[config.mk]
export PLATFORM = sky130hd
export DESIGN_NAME = uart_register_access_host_top
export DESIGN_NICKNAME = d
export VERILOG_FILES = /design/src/hw/rtl/uarh_pkg.sv /design/src/hw/rtl/uarh_front.sv /design/src/hw/rtl/uarh_queue.sv /design/src/hw/rtl/uarh_back.sv /design/src/hw/rtl/uart_register_access_host_top.sv
export SDC_FILE = /design/constraint.sdc
export NUM_CORES = 1
export LEC_CHECK = 0
export BUFFER_PORTS_ARGS = -buffer_cell sky130_fd_sc_hd__buf_2
export CAP_MARGIN = 20
export CORE_UTILIZATION = 65
export CTS_CLUSTER_DIAMETER = 100
export DETAILED_ROUTE_END_ITERATION = 16
export PLACE_DENSITY = 0.81
export SLEW_MARGIN = 5
export SYNTH_ARGS = -nofsm -noshare
export SYNTH_HDL_FRONTEND = slang
export SYNTH_SLANG_ARGS = --single-unit
[constraint.sdc]
create_clock -name clk -period 8 [get_ports clk]
set_input_delay 0.4 -clock clk [delete_from_list [all_inputs] [get_ports clk]]
set_output_delay 0.4 -clock clk [all_outputs]
set_load 0.05 [all_outputs]
[src/hw/rtl/uarh_pkg.sv]
// Shared types and constants for the UART register access host.
package uarh_pkg;

  localparam int unsigned QUEUE_DEPTH = 4;

  localparam logic [7:0] HDR_START  = 8'hAA;
  localparam logic [7:0] HDR_WRITE  = 8'h00;
  localparam logic [7:0] HDR_READ   = 8'h01;
  localparam logic [7:0] HDR_STATUS = 8'hEE;
  localparam logic [7:0] HDR_DATA   = 8'hBB;

  localparam logic [7:0] ACK_OK_RESET = 8'h01;

  localparam logic [1:0] REQ_READ    = 2'd0;
  localparam logic [1:0] REQ_WRITE   = 2'd1;
  localparam logic [1:0] REQ_PAYLOAD = 2'd2;
  localparam logic [1:0] REQ_RX      = 2'd3;

  localparam logic [2:0] EV_NONE      = 3'd0;
  localparam logic [2:0] EV_REJECTED  = 3'd1;
  localparam logic [2:0] EV_ACKED     = 3'd2;
  localparam logic [2:0] EV_STATUS    = 3'd3;
  localparam logic [2:0] EV_READ_BYTE = 3'd4;
  localparam logic [2:0] EV_EMPTY_RD  = 3'd5;
  localparam logic [2:0] EV_FRAMING   = 3'd6;

  typedef struct packed {
    logic [1:0] req_type;
    logic [7:0] reg_addr;
    logic [7:0] length;
    logic [7:0] data_byte;
  } in_item_t;

  typedef struct packed {
    logic       tx_valid;
    logic [7:0] tx_byte;
    logic [2:0] event_res;
    logic [7:0] rx_byte;
    logic       last;
  } out_item_t;

  // Work handed from front to back: either a four-byte command frame
  // or one finished result.
  typedef struct packed {
    logic      frame;
    logic      wr;
    logic [7:0] reg_addr;
    logic [7:0] length;
    out_item_t res;
  } job_t;

endpackage

[src/hw/rtl/uarh_front.sv]
// Front end: accepts items, tracks protocol state and emits jobs.
module uarh_front (
  input  logic             clk,
  input  logic             rst_n,
  input  logic             in_valid,
  input  uarh_pkg::in_item_t in_item,
  input  logic             cfg_we,
  input  logic [7:0]       cfg_wdata,
  output logic             job_push,
  output uarh_pkg::job_t   job
);

  typedef enum logic [1:0] {
    PH_HDR0 = 2'd0,
    PH_HDR1 = 2'd1,
    PH_DATA = 2'd2
  } phase_t;

  phase_t     phase_r, phase_nxt;
  logic       busy_r, busy_nxt;
  logic [7:0] hdr_r, hdr_nxt;
  logic [7:0] rx_rem_r, rx_rem_nxt;
  logic [7:0] tx_rem_r, tx_rem_nxt;
  logic [7:0] ack_ok_r;
  logic       fin;

  always_comb begin
    phase_nxt  = phase_r;
    busy_nxt   = busy_r;
    hdr_nxt    = hdr_r;
    rx_rem_nxt = rx_rem_r;
    tx_rem_nxt = tx_rem_r;
    job_push   = 1'b0;
    job        = '0;
    fin        = (rx_rem_r <= 8'd1);
    if (in_valid) begin
      case (in_item.req_type)
        uarh_pkg::REQ_READ, uarh_pkg::REQ_WRITE: begin
          job_push = 1'b1;
          if (busy_r) begin
            job.res.event_res = uarh_pkg::EV_REJECTED;
            job.res.last      = 1'b1;
          end else begin
            job.frame    = 1'b1;
            job.wr       = (in_item.req_type == uarh_pkg::REQ_WRITE);
            job.reg_addr = in_item.reg_addr;
            job.length   = in_item.length;
            busy_nxt     = 1'b1;
            phase_nxt    = PH_HDR0;
            tx_rem_nxt   = (in_item.req_type == uarh_pkg::REQ_WRITE) ? in_item.length : 8'd0;
          end
        end
        uarh_pkg::REQ_PAYLOAD: begin
          // drop payload that no write is waiting for
          if (tx_rem_r != 8'd0) begin
            tx_rem_nxt       = tx_rem_r - 8'd1;
            job_push         = 1'b1;
            job.res.tx_valid = 1'b1;
            job.res.tx_byte  = in_item.data_byte;
            job.res.last     = 1'b1;
          end
        end
        default: begin
          case (phase_r)
            PH_HDR1: begin
              if (hdr_r == uarh_pkg::HDR_STATUS) begin
                busy_nxt     = 1'b0;
                phase_nxt    = PH_HDR0;
                tx_rem_nxt   = 8'd0;
                job_push     = 1'b1;
                job.res.last = 1'b1;
                if (in_item.data_byte == ack_ok_r) begin
                  job.res.event_res = uarh_pkg::EV_ACKED;
                end else begin
                  job.res.event_res = uarh_pkg::EV_STATUS;
                  job.res.rx_byte   = in_item.data_byte;
                end
              end else if (hdr_r == uarh_pkg::HDR_DATA) begin
                if (in_item.data_byte == 8'd0) begin
                  rx_rem_nxt        = 8'd0;
                  busy_nxt          = 1'b0;
                  phase_nxt         = PH_HDR0;
                  tx_rem_nxt        = 8'd0;
                  job_push          = 1'b1;
                  job.res.event_res = uarh_pkg::EV_EMPTY_RD;
                  job.res.last      = 1'b1;
                end else begin
                  rx_rem_nxt = in_item.data_byte;
                  phase_nxt  = PH_DATA;
                end
              end else begin
                busy_nxt          = 1'b0;
                phase_nxt         = PH_HDR0;
                tx_rem_nxt        = 8'd0;
                job_push          = 1'b1;
                job.res.event_res = uarh_pkg::EV_FRAMING;
                job.res.last      = 1'b1;
              end
            end
            PH_DATA: begin
              rx_rem_nxt        = fin ? 8'd0 : rx_rem_r - 8'd1;
              job_push          = 1'b1;
              job.res.event_res = uarh_pkg::EV_READ_BYTE;
              job.res.rx_byte   = in_item.data_byte;
              job.res.last      = fin;
              if (fin) begin
                busy_nxt   = 1'b0;
                phase_nxt  = PH_HDR0;
                tx_rem_nxt = 8'd0;
              end
            end
            default: begin
              hdr_nxt   = in_item.data_byte;
              phase_nxt = PH_HDR1;
            end
          endcase
        end
      endcase
    end
  end

  always_ff @(posedge clk) begin
    if (!rst_n) begin
      phase_r  <= PH_HDR0;
      busy_r   <= 1'b0;
      hdr_r    <= 8'd0;
      rx_rem_r <= 8'd0;
      tx_rem_r <= 8'd0;
      ack_ok_r <= uarh_pkg::ACK_OK_RESET;
    end else begin
      phase_r  <= phase_nxt;
      busy_r   <= busy_nxt;
      hdr_r    <= hdr_nxt;
      rx_rem_r <= rx_rem_nxt;
      tx_rem_r <= tx_rem_nxt;
      if (cfg_we) begin
        ack_ok_r <= cfg_wdata;
      end
    end
  end

endmodule

[src/hw/rtl/uarh_queue.sv]
// Job queue between front and back ends.
module uarh_queue #(
  parameter int unsigned DEPTH = uarh_pkg::QUEUE_DEPTH
) (
  input  logic           clk,
  input  logic           rst_n,
  input  logic           wr_en,
  input  uarh_pkg::job_t wr_job,
  input  logic           rd_en,
  output uarh_pkg::job_t rd_job,
  output logic           q_full,
  output logic           q_empty
);

  localparam int unsigned PW = (DEPTH > 1) ? $clog2(DEPTH) : 1;
  localparam int unsigned CW = $clog2(DEPTH + 1);
  localparam logic [PW-1:0] LAST_IDX = PW'(DEPTH - 1);
  localparam logic [CW-1:0] FULL_CNT = CW'(DEPTH);

  uarh_pkg::job_t mem [DEPTH];
  logic [PW-1:0] wr_ptr_r, rd_ptr_r;
  logic [CW-1:0] count_r;

  assign q_full  = (count_r == FULL_CNT);
  assign q_empty = (count_r == '0);
  assign rd_job  = mem[rd_ptr_r];

  always_ff @(posedge clk) begin
    if (wr_en) begin
      mem[wr_ptr_r] <= wr_job;
    end
  end

  always_ff @(posedge clk) begin
    if (!rst_n) begin
      wr_ptr_r <= '0;
      rd_ptr_r <= '0;
      count_r  <= '0;
    end else begin
      if (wr_en) begin
        wr_ptr_r <= (wr_ptr_r == LAST_IDX) ? '0 : wr_ptr_r + 1'b1;
      end
      if (rd_en) begin
        rd_ptr_r <= (rd_ptr_r == LAST_IDX) ? '0 : rd_ptr_r + 1'b1;
      end
      case ({wr_en, rd_en})
        2'b10:   count_r <= count_r + 1'b1;
        2'b01:   count_r <= count_r - 1'b1;
        default: count_r <= count_r;
      endcase
    end
  end

endmodule

[src/hw/rtl/uarh_back.sv]
// Back end: expands jobs into results and holds the output register.
module uarh_back (
  input  logic               clk,
  input  logic               rst_n,
  input  logic               q_empty,
  input  uarh_pkg::job_t     head,
  output logic               q_pop,
  output logic               empty,
  input  logic               pop,
  output uarh_pkg::out_item_t out_item
);

  logic                valid_r;
  uarh_pkg::out_item_t out_r, res;
  logic [1:0]          step_r;
  logic                load;

  assign empty    = !valid_r;
  assign out_item = out_r;
  assign load     = (!valid_r || pop) && !q_empty;
  assign q_pop    = load && (!head.frame || step_r == 2'd3);

  always_comb begin
    res = head.res;
    if (head.frame) begin
      res          = '0;
      res.tx_valid = 1'b1;
      case (step_r)
        2'd0:    res.tx_byte = uarh_pkg::HDR_START;
        2'd1:    res.tx_byte = head.wr ? uarh_pkg::HDR_WRITE : uarh_pkg::HDR_READ;
        2'd2:    res.tx_byte = head.reg_addr;
        default: begin
          res.tx_byte = head.length;
          res.last    = 1'b1;
        end
      endcase
    end
  end

  always_ff @(posedge clk) begin
    if (load) begin
      out_r <= res;
    end
  end

  always_ff @(posedge clk) begin
    if (!rst_n) begin
      valid_r <= 1'b0;
      step_r  <= 2'd0;
    end else begin
      if (load) begin
        valid_r <= 1'b1;
        // advance through frame bytes, restart on the next job
        step_r  <= q_pop ? 2'd0 : step_r + 2'd1;
      end else if (pop) begin
        valid_r <= 1'b0;
      end
    end
  end

endmodule

[src/hw/rtl/uart_register_access_host_top.sv]
// Top level of the UART register access host: front end, job queue and back end.
// With queue and output idle, an accepted transaction is written into the job queue,
// then its first result goes from the queue head into the output register.
// One item per cycle is accepted while full is low; the back end emits one result
// per cycle while pop keeps up, so a command frame makes four results, others one.
// The job queue (QDEPTH entries) absorbs bursts; full rises when it fills.
// Synchronous active-low reset empties queue and output and returns to idle.
module uart_register_access_host_top #(
  parameter int unsigned QDEPTH = uarh_pkg::QUEUE_DEPTH
) (
  input  logic                clk,
  input  logic                rst_n,
  input  logic                push,
  output logic                full,
  input  uarh_pkg::in_item_t  in_item,
  output logic                empty,
  input  logic                pop,
  output uarh_pkg::out_item_t out_item,
  input  logic                cfg_we,
  input  logic [7:0]          cfg_wdata
);

  logic           job_push, q_pop, q_empty;
  uarh_pkg::job_t job, head;

  uarh_front u_front (
    .clk      (clk),
    .rst_n    (rst_n),
    .in_valid (push && !full),
    .in_item  (in_item),
    .cfg_we   (cfg_we),
    .cfg_wdata(cfg_wdata),
    .job_push (job_push),
    .job      (job)
  );

  uarh_queue #(.DEPTH(QDEPTH)) u_queue (
    .clk    (clk),
    .rst_n  (rst_n),
    .wr_en  (job_push),
    .wr_job (job),
    .rd_en  (q_pop),
    .rd_job (head),
    .q_full (full),
    .q_empty(q_empty)
  );

  uarh_back u_back (
    .clk     (clk),
    .rst_n   (rst_n),
    .q_empty (q_empty),
    .head    (head),
    .q_pop   (q_pop),
    .empty   (empty),
    .pop     (pop),
    .out_item(out_item)
  );

endmodule

==> flow_summary_export.csv <==
group,metric,value,unit
route,wl,19400,um
global_routing,overflow,0,
critical_path,cpMaxStageDelayCell,"mux4_2",
cells_and_area,post_route_cells_drive_above_1_share,20.8,%
min_path,hold_path.class,"primary input to flop",
synthesis,syn_inst,651,
timing,setup_viol,0,
timing,tns,0,ns
clocking,insertion_delay,0.49,ns
global_routing,grt_pass1_wl,30200,um
die,start_util,66.4,%
cells_and_area,area_growth,11.8,%
critical_path,worstRegToRegCells,10,
clocking,cts_resized,0,
route,post_drt_wl_per_cell,21.3,um
synthesis,syn_area_per_cell,14.8,sq um
die,die_area,15300,sq um
die,pin_count,62,
clocking,cts.root.buffer_cell,"clkbuf_16",
place,portBuffers,61,
critical_path,path_class,"flop to flop",
global_routing,grt.total_usage,26.7,%
die,num_rows,44,
timing,post-route-min-period,3.86,ns
route,first_pass_iters,5,
synthesis,netlist-cell-type-count,68,
route,vias,5727,
synthesis,ys_seq_area_share,65.1,%
clocking,ctsHtreeMaxLevel,1,
clocking,clk_pin_slew,0.06,ns
critical_path,startpoint_type,"flop",
clocking,numCtsBuffers,21,
place,hpwl,12000,um
die,die_width,124,um
global_routing,antenna_found_initial,0,
timing,clock.fmax,259,MHz
route,drtIter0Drc,580,
critical_path,crit_family,"simple AND/OR/NAND/NOR gates",
route,drtAntennaViolNets,0,
cells_and_area,n_antenna_cell,0,
global_routing,first_global_vias,5632,
timing,rsz0062_at_grt,"no",
clocking,cts.sinks,224,
critical_path,reg2reg_to,"u_queue.count_r[2]",
timing,final.period_utilization,48.2,%
synthesis,synth_edf_count,177,
clocking,cts_tree,"built",
route,post-route-drc-count,0,
flow_run,maxCapViolCount,0,
critical_path,required,8.41,ns
clocking,postCtsSetupBuffers,0,
synthesis,ys_ff_latch,224,
critical_path,arrival,4.27,ns
outcome,status,"finished, final reports clean",
power,p_total,3.37,mW
timing,hold_viol_final,0,
timing,fin_skew,0.0133,ns
synthesis,syn_area,9610,sq um
critical_path,cp-endpoint,"u_queue.count_r[2]",
timing,slew_violations,0,
place,gp_congestion,0.858,
clocking,ctsHoldBuffers,0,
synthesis,synthFlopType,"edfxtp_1",
critical_path,path_buf_inv,2,
route,vias_per_cell,6.29,
synthesis,syn_nets,707,
synthesis,synth_async_sr_flop_share,0,%
die,core_area,14500,sq um
power,power.density,313,nW/um^2
critical_path,slowest_delay,0.87,ns
cells_and_area,nets,769,
global_routing,grt_max_degree,58,
synthesis,ys_warn_count,0,
timing,max_slew.worst_pin.slew,1.01,ns
clocking,cts_max_path_buffers,3,
critical_path,path_max_fanout,39,
timing,slew_headroom,32.4,%
power,ir_drop,0.000165,V
critical_path,crit_path_end_kind,"flop",
power,leakage,3.81,nW
critical_path,path_cells,"buf_4 -> mux4_2 -> and2_1 -> nor2_1 -> ha_1 -> inv_1 -> fa_1 -> xor2_1 -> or3_1 -> a21boi_0",
cells_and_area,fill_cells,884,
critical_path,rrSetupSlack,4.14,ns
critical_path,critical_path_depth,10,
die,dieHeight,124,um
-- registers in the layout, summed over array words and instances, names as in the netlist, named ones only --
name              flops
u_back.out_item      21
u_back.step_r         2
u_back.valid_r        1
u_front.ack_ok_r      8
u_front.busy_r        1
u_front.hdr_r         8
u_front.phase_r       2
u_front.rx_rem_r      8
u_front.tx_rem_r      8
u_queue.count_r       3
u_queue.mem         156
u_queue.rd_ptr_r      2
u_queue.wr_ptr_r      2
-- synth_stat cells (all sizes together), types with 2 or more instances --
master,number,area (sq um)
edfxtp,177,5320
dfxtp,47,941
mux4,39,878
nand2,36,135
nor2b,36,225
and2,26,163
nor2,26,100
inv,25,93.8
o21ai,25,125
clkbuf,24,90.1
and3,21,131
mux2i,21,210
ha,16,200
nand3,10,50.1
xnor2,10,87.6
nor3,9,45.0
a21oi,8,40.0
a211oi,6,45.0
a22oi,6,45.0
buf,6,35.0
nand2b,6,37.5
a31oi,5,37.5
a21boi,4,30.0
nand4,4,25.0
o211ai,4,35.0
a31o,3,26.3
a32o,3,30.0
o211a,3,30.0
o21a,3,22.5
xor2,3,26.3
a2111oi,2,23.8
a21o,2,15.0
a221o,2,20.0
nor3b,2,15.0
o21bai,2,15.0
o221a,2,22.5
o22ai,2,18.8
o311ai,2,17.5
or2,2,12.5
or3,2,12.5
or4,2,18.8
-- power breakdown --
part	internal, mW	switching (mW)	total, mW
sequential	1.44	0.0510	1.49
combinational	0.319	0.600	0.919
clock	0.559	0.398	0.957
-- cell usage in the layout (no fill, tap or decap), types with 3 or more instances in the layout --
cell	instances
clkbuf_1	6
nor2_1	25
nor2b_1	36
a211oi_1	6
mux2i_1	21
o211a_1	3
a21oi_1	8
xor2_1	3
o211ai_1	3
and3_1	21
nand3_1	10
a22oi_1	6
inv_1	25
nand2_1	36
and2_1	26
o21ai_0	25
a31o_2	3
nand4_1	4
a32o_1	3
clkbuf_16	21
edfxtp_1	177
buf_2	61
buf_4	8
a31oi_1	4
dfxtp_1	46
xnor2_1	10
o21a_1	3
mux4_2	39
nor3_1	9
a21boi_0	4
nand2b_1	6
ha_1	16
-- worst min path at each step --
stage / cells after the start / slack, ns / start / endpoint
floorplan: 2 / 0.44 / u_front.rx_rem_r[4] / u_front.rx_rem_r[4]
global placement: 2 / 0.46 / u_front.rx_rem_r[4] / u_front.rx_rem_r[4]
detailed placement: 2 / 0.47 / u_front.rx_rem_r[4] / u_front.rx_rem_r[4]
CTS: 3 / 0.12 / cfg_wdata[0] / u_front.ack_ok_r[0]
global route: 3 / 0.16 / cfg_wdata[0] / u_front.ack_ok_r[0]
finish: 3 / 0.13 / cfg_wdata[0] / u_front.ack_ok_r[0]
-- cell families (layout without fill, tap and decap cells) --
logic type / Yosys count / count (layout) / synth area share, %
xor gates and xnor gates: 13 / 13 / 1.18
AOI/OAI and AO/OA: 91 / 91 / 6.89
DFF: 224 / 224 / 65.1
adders and majority gates: 17 / 17 / 2.29
buffers and inverters: 55 / 131 / 2.28
and+or+nand+nor: 190 / 190 / 10.8
muxes: 61 / 61 / 11.4
-- per-stage QoR --
stage / instances / setup slack (ns) / cell area [sq um] / util [%] / hold WS [ns]
4_1_cts: 910 / 4.09 / 10700 / 74.2 / 0.122
2_1_floorplan: 651 / 4.50 / 9610 / - / 0.436
6_report: 911 / 4.14 / 10700 / 74.2 / 0.131
5_1_grt: 911 / 3.79 / 10700 / 74.2 / 0.164
3_3_place_gp: 872 / 4.17 / 10100 / 69.5 / 0.458
3_5_place_dp: 873 / 4.10 / 10100 / 69.6 / 0.473
-- routing by layer --
| layer | part of all wire, % | global-route usage [%] | up-vias |
|---|---|---|---|
| met5 | 0 | 0 | - |
| met4 | 1.6 | 7.23 | 0 |
| met3 | 7.2 | 3.98 | 28 |
| met2 | 50 | 43.2 | 225 |
| met1 | 41 | 38.2 | 2872 |
| li1 | - | - | 2602 |
-- worst min-delay path: stages --
cell,delay [ns]
buf_2,0.07
mux2i_1,0.05
nand2_1,0.05
-- area by class of cell --
| type | instances | area, sq um | area share [%] |
|---|---|---|---|
| flip-flops and latches | 224 | 6260 | 58.2 |
| multi-input cells | 372 | 3140 | 29.2 |
| clock buffers | 28 | 562 | 5.23 |
| repair buffers | 69 | 365 | 3.40 |
| well taps | 184 | 230 | 2.14 |
| clock inverters | 9 | 98.8 | 0.920 |
| inverters | 25 | 93.8 | 0.873 |
(Power assumes the default switching activity.)
